## config.mk

```make
export PLATFORM = sky130hd
export DESIGN_NAME = response_frame_deframer
export DESIGN_NICKNAME = d
export VERILOG_FILES = /design/src/rfd_pkg.sv /design/src/response_frame_deframer.sv
export SDC_FILE = /design/constraint.sdc
export NUM_CORES = 1
export LEC_CHECK = 0
export BUFFER_PORTS_ARGS = -buffer_cell sky130_fd_sc_hd__buf_2
export CAP_MARGIN = 40
export CORE_MARGIN = 1
export CORE_UTILIZATION = 52
export CTS_CLUSTER_SIZE = 40
export DETAILED_ROUTE_END_ITERATION = 8
export PLACE_DENSITY = 0.8
export SLEW_MARGIN = 10
export SYNTH_ARGS = -nofsm -noshare
export SYNTH_HDL_FRONTEND = slang
export SYNTH_SLANG_ARGS = --single-unit
```

## constraint.sdc

```tcl
create_clock -name clock -period 6.32 [get_ports clock]
set_clock_uncertainty 0.2 [all_clocks]
set_input_delay 0 -clock clock [delete_from_list [all_inputs] [get_ports clock]]
set_output_delay 0 -clock clock [all_outputs]
set_load 0.005 [all_outputs]
```

## src/rfd_pkg.sv

```systemverilog
// Package for the response frame deframer.
// Holds the frame phase and status codes and the result record type.
// No dependencies.
package rfd_pkg;

   localparam logic [7:0] START_BYTE = 8'hFF;
   localparam logic [7:0] PAD_BYTE   = 8'h00;
   localparam logic [7:0] MAX_PAYLOAD_RESET = 8'd255;

   typedef enum logic [2:0] {
      PH_HUNT = 3'd0,
      PH_LEN  = 3'd1,
      PH_LCS  = 3'd2,
      PH_DATA = 3'd3,
      PH_DCS  = 3'd4,
      PH_DONE = 3'd5
   } phase_type;

   typedef enum logic [2:0] {
      ST_OK       = 3'd0,
      ST_NO_START = 3'd1,
      ST_NO_DATA  = 3'd2,
      ST_LEN_CS   = 3'd3,
      ST_DATA_CS  = 3'd4,
      ST_TOO_LONG = 3'd5
   } status_type;

   typedef struct packed {
      logic       is_status;
      logic [7:0] payload_byte;
      status_type status;
      logic [7:0] frame_length;
   } rsp_type;

endpackage

```

## src/response_frame_deframer.sv

```systemverilog
// Response frame deframer top level: frame parser, result register and skid entry.
// Depends on rfd_pkg for phase and status codes and the result record.

// The block takes one received byte per item and handles one item in every clock
// cycle while req_stall is low: the frame parser is a single pass of compares and
// an 8-bit add from the accepted byte and the frame state to the result register.
// Payload bytes come out as they arrive, and each frame ends with exactly one
// status item. The output side has a result register plus one skid entry. The skid
// entry fills only when a new result arrives while rsp_stall holds a full result
// register, and req_stall is high exactly while the skid entry is occupied, so it
// falls in the cycle after rsp_stall lets the result register drain. csr_wr_data
// sets the largest accepted payload length (reset 255); the user must write it only
// while the block is idle, and the block itself does not enforce this.
module response_frame_deframer
   import rfd_pkg::*;
(
   input  logic       clock,
   input  logic       reset,
   input  logic       csr_wr_en,
   input  logic [7:0] csr_wr_data,
   input  logic       req_valid,
   output logic       req_stall,
   input  logic [7:0] req_rx_byte,
   input  logic       req_window_end,
   output logic       rsp_valid,
   input  logic       rsp_stall,
   output logic       rsp_is_status,
   output logic [7:0] rsp_payload_byte,
   output logic [2:0] rsp_status,
   output logic [7:0] rsp_frame_length
);

   logic [7:0] max_payload_ff;
   phase_type  phase_ff, phase_in;
   logic [7:0] decl_len_ff, decl_len_in;
   logic [7:0] bytes_left_ff, bytes_left_in;
   logic [7:0] sum_ff, sum_in;

   logic       res_valid;
   rsp_type    res;

   logic       out_valid_ff;
   rsp_type    out_ff;
   logic       skid_valid_ff;
   rsp_type    skid_ff;

   logic       req_accept;
   logic       out_drain;
   logic [7:0] len_check;
   logic [7:0] data_check;

   assign req_stall  = skid_valid_ff;
   assign req_accept = req_valid && !req_stall;
   assign out_drain  = out_valid_ff && !rsp_stall;
   assign len_check  = decl_len_ff + req_rx_byte;
   assign data_check = sum_ff + req_rx_byte;

   always_ff @(posedge clock) begin
      if (reset) begin
         max_payload_ff <= MAX_PAYLOAD_RESET;
      end else if (csr_wr_en) begin
         max_payload_ff <= csr_wr_data;
      end
   end

   always_ff @(posedge clock) begin
      if (reset) begin
         phase_ff      <= PH_HUNT;
         decl_len_ff   <= '0;
         bytes_left_ff <= '0;
         sum_ff        <= '0;
      end else if (req_accept) begin
         phase_ff      <= phase_in;
         decl_len_ff   <= decl_len_in;
         bytes_left_ff <= bytes_left_in;
         sum_ff        <= sum_in;
      end
   end

   always_comb begin
      phase_in           = phase_ff;
      decl_len_in        = decl_len_ff;
      bytes_left_in      = bytes_left_ff;
      sum_in             = sum_ff;
      res_valid          = 1'b0;
      res.is_status      = 1'b1;
      res.payload_byte   = '0;
      res.status         = ST_OK;
      res.frame_length   = '0;

      unique case (phase_ff)
         PH_HUNT: begin
            if (req_rx_byte == START_BYTE) begin
               phase_in = PH_LEN;
            end else if (req_rx_byte != PAD_BYTE) begin
               res_valid  = 1'b1;
               res.status = ST_NO_START;
               phase_in   = PH_DONE;
            end
         end
         PH_LEN: begin
            decl_len_in = req_rx_byte;
            phase_in    = PH_LCS;
         end
         PH_LCS: begin
            // The length checksum is tested before the length limit.
            if (len_check != 8'd0) begin
               res_valid  = 1'b1;
               res.status = ST_LEN_CS;
               phase_in   = PH_DONE;
            end else if (decl_len_ff > max_payload_ff) begin
               res_valid  = 1'b1;
               res.status = ST_TOO_LONG;
               phase_in   = PH_DONE;
            end else begin
               bytes_left_in = decl_len_ff;
               sum_in        = '0;
               phase_in      = (decl_len_ff == 8'd0) ? PH_DCS : PH_DATA;
            end
         end
         PH_DATA: begin
            sum_in           = data_check;
            res_valid        = 1'b1;
            res.is_status    = 1'b0;
            res.payload_byte = req_rx_byte;
            bytes_left_in    = bytes_left_ff - 8'd1;
            if (bytes_left_ff <= 8'd1) begin
               phase_in = PH_DCS;
            end
         end
         PH_DCS: begin
            res_valid = 1'b1;
            if (data_check == 8'd0) begin
               res.status       = ST_OK;
               res.frame_length = decl_len_ff;
            end else begin
               res.status = ST_DATA_CS;
            end
            phase_in = PH_DONE;
         end
         PH_DONE: begin
            phase_in = PH_DONE;
         end
         default: begin
            phase_in = PH_DONE;
         end
      endcase

      // An unfinished frame at the end of the window turns this item into an error
      // status, replacing any payload byte; the window end always clears the state.
      if (req_window_end) begin
         if (phase_in != PH_DONE) begin
            res_valid        = 1'b1;
            res.is_status    = 1'b1;
            res.payload_byte = '0;
            res.frame_length = '0;
            res.status       = (phase_in == PH_HUNT) ? ST_NO_START : ST_NO_DATA;
         end
         phase_in      = PH_HUNT;
         decl_len_in   = '0;
         bytes_left_in = '0;
         sum_in        = '0;
      end
   end

   // Result register with one skid entry behind it.
   always_ff @(posedge clock) begin
      if (reset) begin
         out_valid_ff  <= 1'b0;
         skid_valid_ff <= 1'b0;
      end else if (skid_valid_ff) begin
         if (out_drain) begin
            out_valid_ff  <= 1'b1;
            skid_valid_ff <= 1'b0;
         end
      end else if (req_accept && res_valid) begin
         if (!out_valid_ff || out_drain) begin
            out_valid_ff <= 1'b1;
         end else begin
            skid_valid_ff <= 1'b1;
         end
      end else if (out_drain) begin
         out_valid_ff <= 1'b0;
      end
   end

   always_ff @(posedge clock) begin
      if (skid_valid_ff) begin
         if (out_drain) begin
            out_ff <= skid_ff;
         end
      end else if (req_accept && res_valid) begin
         if (!out_valid_ff || out_drain) begin
            out_ff <= res;
         end else begin
            skid_ff <= res;
         end
      end
   end

   assign rsp_valid        = out_valid_ff;
   assign rsp_is_status    = out_ff.is_status;
   assign rsp_payload_byte = out_ff.payload_byte;
   assign rsp_status       = out_ff.status;
   assign rsp_frame_length = out_ff.frame_length;

   a_skid_behind_out: assert property (@(posedge clock) disable iff (reset)
      skid_valid_ff |-> out_valid_ff)
      else $error("skid entry holds a result while the result register is empty");

   a_payload_fields_clear: assert property (@(posedge clock) disable iff (reset)
      (rsp_valid && !rsp_is_status) |-> (rsp_status == ST_OK && rsp_frame_length == 8'd0))
      else $error("payload item carries status or length");

   a_window_end_clears: assert property (@(posedge clock) disable iff (reset)
      (req_accept && req_window_end) |=> (phase_ff == PH_HUNT && sum_ff == 8'd0
                                          && bytes_left_ff == 8'd0))
      else $error("frame state not cleared after window end");

   a_data_has_bytes: assert property (@(posedge clock) disable iff (reset)
      (phase_ff == PH_DATA) |-> (bytes_left_ff != 8'd0))
      else $error("payload phase with no bytes left");

endmodule

```

== Word-level counts from Yosys, hierarchy flattened ==
Cells that the tools add are included.

* Output and inout port bits: 22
* Bits in registers: 77
* Input port bits: 22
* Logic and storage cells: 106

* Bitwise operators: 2
* Reduce and logical (&&, ||, !) cells: 24
* $add $sub $neg: 3
* $lt $le $gt $ge: 2
* Equal/unequal tests: 10
* Muxes and demuxes: 50

{| class="wikitable"
|+ Operators with widths
! kind !! number
|-
| 2-to-1 mux 20 bit || 6
|-
| 2-to-1 mux 8 bit || 10
|-
| case mux 8 bit (2 select lines) || 2
|-
| 2-to-1 mux 3 bit || 10
|-
| 2-to-1 mux 1 bit || 17
|-
| adder 8 bit || 2
|-
| zero test 8 bit || 2
|-
| nonzero test 8 bit || 2
|-
| case mux 3 bit (4 select lines) || 1
|-
| 2-to-1 mux 9 bit || 1
|-
| != test 3 bit (second input constant) || 3
|-
| case mux 3 bit (3 select lines) || 1
|-
| AND reduction 3 bit || 3
|-
| == test 8 bit (second input constant) || 1
|-
| > comparator 8 bit || 1
|-
| <= comparator 8 x 1 -> 1 bit (second input constant) || 1
|-
| nonzero test 2 bit || 4
|-
| subtractor 8 x 1 -> 8 bit (second input constant) || 1
|-
| == test 3 x 2 -> 1 bit (second input constant) || 2
|-
| zero test 3 bit || 2
|-
| AND reduction 4 bit || 1
|-
| == test 3 x 1 -> 1 bit (second input constant) || 1
|-
| == test 3 bit (second input constant) || 1
|-
| logical AND 1 bit || 3
|-
| other kinds (10) || 13
|}

== Logic depth before layout (Yosys ltp) ==
* Word-level depth: 12
* Mapped depth: 12
* Gate-level depth less buffers: 9

== Least setup slack after synthesis ==
Ideal clock, no wire load.

* Path type: reg2reg
* Start point: register decl_len_ff[1]
* End point: register skid_ff[0] in the netlist's numbering (enable)
* Arrival: 3,343 ps
* Data required time: 5,698 ps
* Stages on the path, launching flop included: 10
* Path buffers: 1
* Slack: 2,355 ps
* Cell sequence: dfxtp_1 ha_1 a211oi_2 o31ai_1 a311o_1 and4_1 buf_6 a31oi_1 nor2_1 nor3_1

* Word-level cells in the longest chain between the ends: 10
* Elaborated cells on any way between the ends: 16

{| class="wikitable"
|+ RTL lines
! what !! RTL line !! RTL
|-
| start: declaration || response_frame_deframer.sv:35 || <nowiki>logic [7:0] decl_len_ff, decl_len_in;</nowiki>
|-
| start signal: assignment || response_frame_deframer.sv:74 || <nowiki>decl_len_ff <= decl_len_in;</nowiki>
|-
| parallel branches: the longest is 7 deep, another holds adder 8 bit || n/a ||
|-
| 2-to-1 mux 1 bit * || response_frame_deframer.sv:151 || <nowiki>if (req_window_end) begin</nowiki>
|-
| logical AND 1 bit * || response_frame_deframer.sv:192 || <nowiki>end else if (req_accept && res_valid) begin</nowiki>
|-
| AND reduction 3 bit (no line) * || n/a ||
|-
| end signal: assignment || response_frame_deframer.sv:196 || <nowiki>skid_ff <= res;</nowiki>
|-
| end: declaration || response_frame_deframer.sv:45 || <nowiki>rsp_type skid_ff;</nowiki>
|}

Every way passes the cells marked *.
A chain may end at the register's enable or synchronous reset.

== Worst setup path after layout ==
* Start point: register skid_valid_ff (netlist: req_stall)
* End point: register decl_len_ff[5]

* Word-level cells in the longest chain between the ends: 3

{| class="wikitable"
|+ RTL lines
! what !! RTL line !! RTL
|-
| start: declaration || response_frame_deframer.sv:44 || <nowiki>logic skid_valid_ff;</nowiki>
|-
| start signal: assignment || response_frame_deframer.sv:170 || <nowiki>skid_valid_ff <= 1'b0;</nowiki>
|-
| start signal: assignment || response_frame_deframer.sv:174 || <nowiki>skid_valid_ff <= 1'b0;</nowiki>
|-
| start signal: assignment || response_frame_deframer.sv:180 || <nowiki>skid_valid_ff <= 1'b1;</nowiki>
|-
| zero test 1 bit || response_frame_deframer.sv:53 || <nowiki>assign req_accept = req_valid && !req_stall;</nowiki>
|-
| logical AND 1 bit || response_frame_deframer.sv:53 ||
|-
| AND reduction 2 bit (no line) || n/a ||
|}

No other way between the ends.

==> impl_metrics.ini <==
[logic_synthesis]
netlist_top_cells_area = edfxtp_1, dfxtp_1, ha_1
post_synthesis_mean_instance_area_um2 = 10.0
postSynthNetCount = 473
synth.cell_area_um2 = 4270
yosysTopAreaCell = edfxtp_1
yosys_warnings = 0
number_of_enable_flip_flop_cells_after_synthesis = 40
synth_sequential_area_ratio = 0.455
proportion_of_synthesized_flip_flops_having_asynchronous_set_or_reset = 0
synth.ff_latch_count = 77
post-synth-top-area-fraction = 0.282
yosysUniqueCellTypes = 61
synth_top_flop_cell = edfxtp_1
post_synth_inst_count = 425

[run]
maxCapViolations = 0

[sta]
f_max_mhz = 284
max_slew_headroom = 0.404
report.final.hold_viol_count = 0
final_period_minus_worst_setup_slack_ns = 3.52
worstMarginPinSlew_ns = 0.891
timing.final.crit_share = 0.557
finalMaxSlewViolations = 0
rsz0062_at_grt = no
final_critical_path_setup_slack_ns = 2.80
fin_worst_hold_slack_ns = 0.0349
setup-violations-final = 0
tns_ns = 0

[critical_path]
worst-endpoint-arrival_ns = 3.55
critical_path.startpoint = req_stall
setup.worst_path.end = decl_len_ff[5]
rr_endpoint = decl_len_ff[5]
r2r_start = req_stall
worstSetupEndpointType = flip-flop
reg2reg_setup_slack_ns = 2.80
worstPathMaxFanout = 20
cp-start-kind = flip-flop
worstRegToRegCells = 7
worstSetupPathType = flip-flop to flip-flop
required_time_at_the_worst_slack_endpoint_ns = 6.35

[pwr]
max_rail_drop_vdd_v = 0.000125
p_leak_uw = 0.00204
pwr_density_cell_nw_per_um2 = 207
fin_total_pwr_uw = 1060

[cts]
cts-htree-levels = 3
cts_post_setup_buffers_inserted = 0
clock_path_buffers = 2
cts_tree = done
tritoncts.num_buffers = 9
clk_pin_slew_worst_paths_ns = 0.08
cts_sinks = 77
clk_root_buffer_cell = clkbuf_8
clock_insertion_delay_worst_skew_ns = 0.35

[floorplanning]
coreArea_um2 = 7850
start_util = 0.544
chipWidth_um = 92.6
die_area_um2 = 8570
core.rowCount = 32
floorplan.die.height_um = 92.6
top_level_ports = 44

[layout]
layout_commonest_cell = buf_2
antennaDiodeCount = 0
sequential_area_um2 = 1940
final_nets = 551
filler_cell_count = 627
multi_input_area_um2 = 2130
area_growth_pct = 20.7
final_cell_mix = buf_2, nor2_1, dlygate4sd3_1, edfxtp_1, dfxtp_1
post_route_cells_drive_above_1_share = 0.161

[global_routing]
grt_antenna_before_repair = 0
largest_net_degree_at_the_start_of_global_routing = 26
via_count_of_the_first_global_routing_pass = 3601
grt_pass1_wl_um = 17500
track_usage = 0.262
overflow = 0

[placement]
pre_cts_ws_ns = 3.04
post-dp-hpwl_um = 7000
placement.io_buffers = 43
routabilityCongestion = 0.971

[drt]
routedWlPerCell_um = 17.4
vias_per_cell = 6.05
drt-initial-drc-count = 355
postRouteWirelength_um = 10600
first_pass_iters = 5
ant_nets = 0
drt_drc_violations_left = 0
via_count = 3688

[min_path]
holdCritPathClass = primary input to flip-flop

[status]
run_status = finished clean
[cell usage after synthesis, drive strengths merged, types with 3 or more instances]
cell type  count
nor2          42
edfxtp        40
dfxtp         37
nand2         34
ha            24
inv           24
a21oi         17
clkbuf        17
o31ai         12
mux2          11
o21ai         11
a22oi         10
and2          10
nor3           9
o211ai         9
a211oi         8
a22o           7
nor4           7
xnor2          7
nand2b         6
nand4          6
a21o           5
a311o          5
a31oi          5
buf            5
nand3          5
o21a           4
a2111oi        3
a41oi          3
and3           3
o21bai         3
xor2           3
[layer usage]
metal,GRT usage,up-vias,part of all wire
met4,0.112,0,0.035
met2,0.439,167,0.48
met1,0.332,1728,0.42
li1,-,1751,-
met3,0.0468,42,0.064
met5,0,-,0
[sequential cells by signal (all words and copies together), names as in the netlist, 3 cells and up]
register	flops
sum_ff	8
rsp_payload_byte	8
rsp_status	3
rsp_frame_length	8
max_payload_ff	8
skid_ff	20
decl_len_ff	8
phase_ff	3
bytes_left_ff	8
[cells by family after synthesis]
group	count (synthesis)	synth area share
xor gates and xnor gates	11	0.0261
buffers and inverters	47	0.0472
and+or+nand+nor	132	0.149
DFF	77	0.455
muxes	13	0.0337
AOI/OAI and AO/OA	119	0.209
adders and majority gates	26	0.0798
[power by group]
group	total, uW	internal (uW)	switching [uW]
combinational	139	60.9	77.8
clock	366	182	184
sequential	559	547	12.2
total	1060	789	274
[critical path, cell delays in order, from the launching register on]
cell	delay, ns
dfxtp_1	0.76
clkinv_1	0.68
nand2_1	0.55
nor3b_1	0.12
buf_2	0.20
a22oi_1	0.22
nor2_1	0.06
dlygate4sd3_1	0.59
[stage by stage]
step	utilization	instances	cell area, um^2
4_1_cts	0.656	610	5150
5_1_grt	0.656	610	5150
2_1_floorplan	-	425	4270
3_5_place_dp	0.578	552	4540
3_3_place_gp	0.577	550	4530
6_report	0.656	610	5150
[how the worst min path moves through the flow]
| stage | start | endpoint | slack, ns | cells past startpoint |
|---|---|---|---|---|
| final | req_window_end | bytes_left_ff[7] | 0.03 | 3 |
| after floorplan | csr_wr_data[7] | max_payload_ff[7] | -0.07 | 2 |
| after global routing | req_window_end | bytes_left_ff[7] | 0.07 | 3 |
| after global placement | csr_wr_data[7] | max_payload_ff[7] | 0.01 | 3 |
| after detailed placement | csr_wr_data[0] | max_payload_ff[0] | 0.02 | 3 |
| after CTS | req_window_end | bytes_left_ff[7] | 0.02 | 3 |
[final cells by class]
class	count	share of cell area
clock buffer	10	0.0248
timing repair buffer	89	0.128
tap	102	0.0248
multi-input combinational	301	0.415
sequential	77	0.377
clock inverter	6	0.0122
inverter	25	0.0182
[repair_timing]
item                                   in CTS  in global routing
endpoints found under the hold margin      31                  0
hold buffers                               42                  0
gates resized for setup                     0                  0
Note: power is estimated with default switching activity, not from simulation.
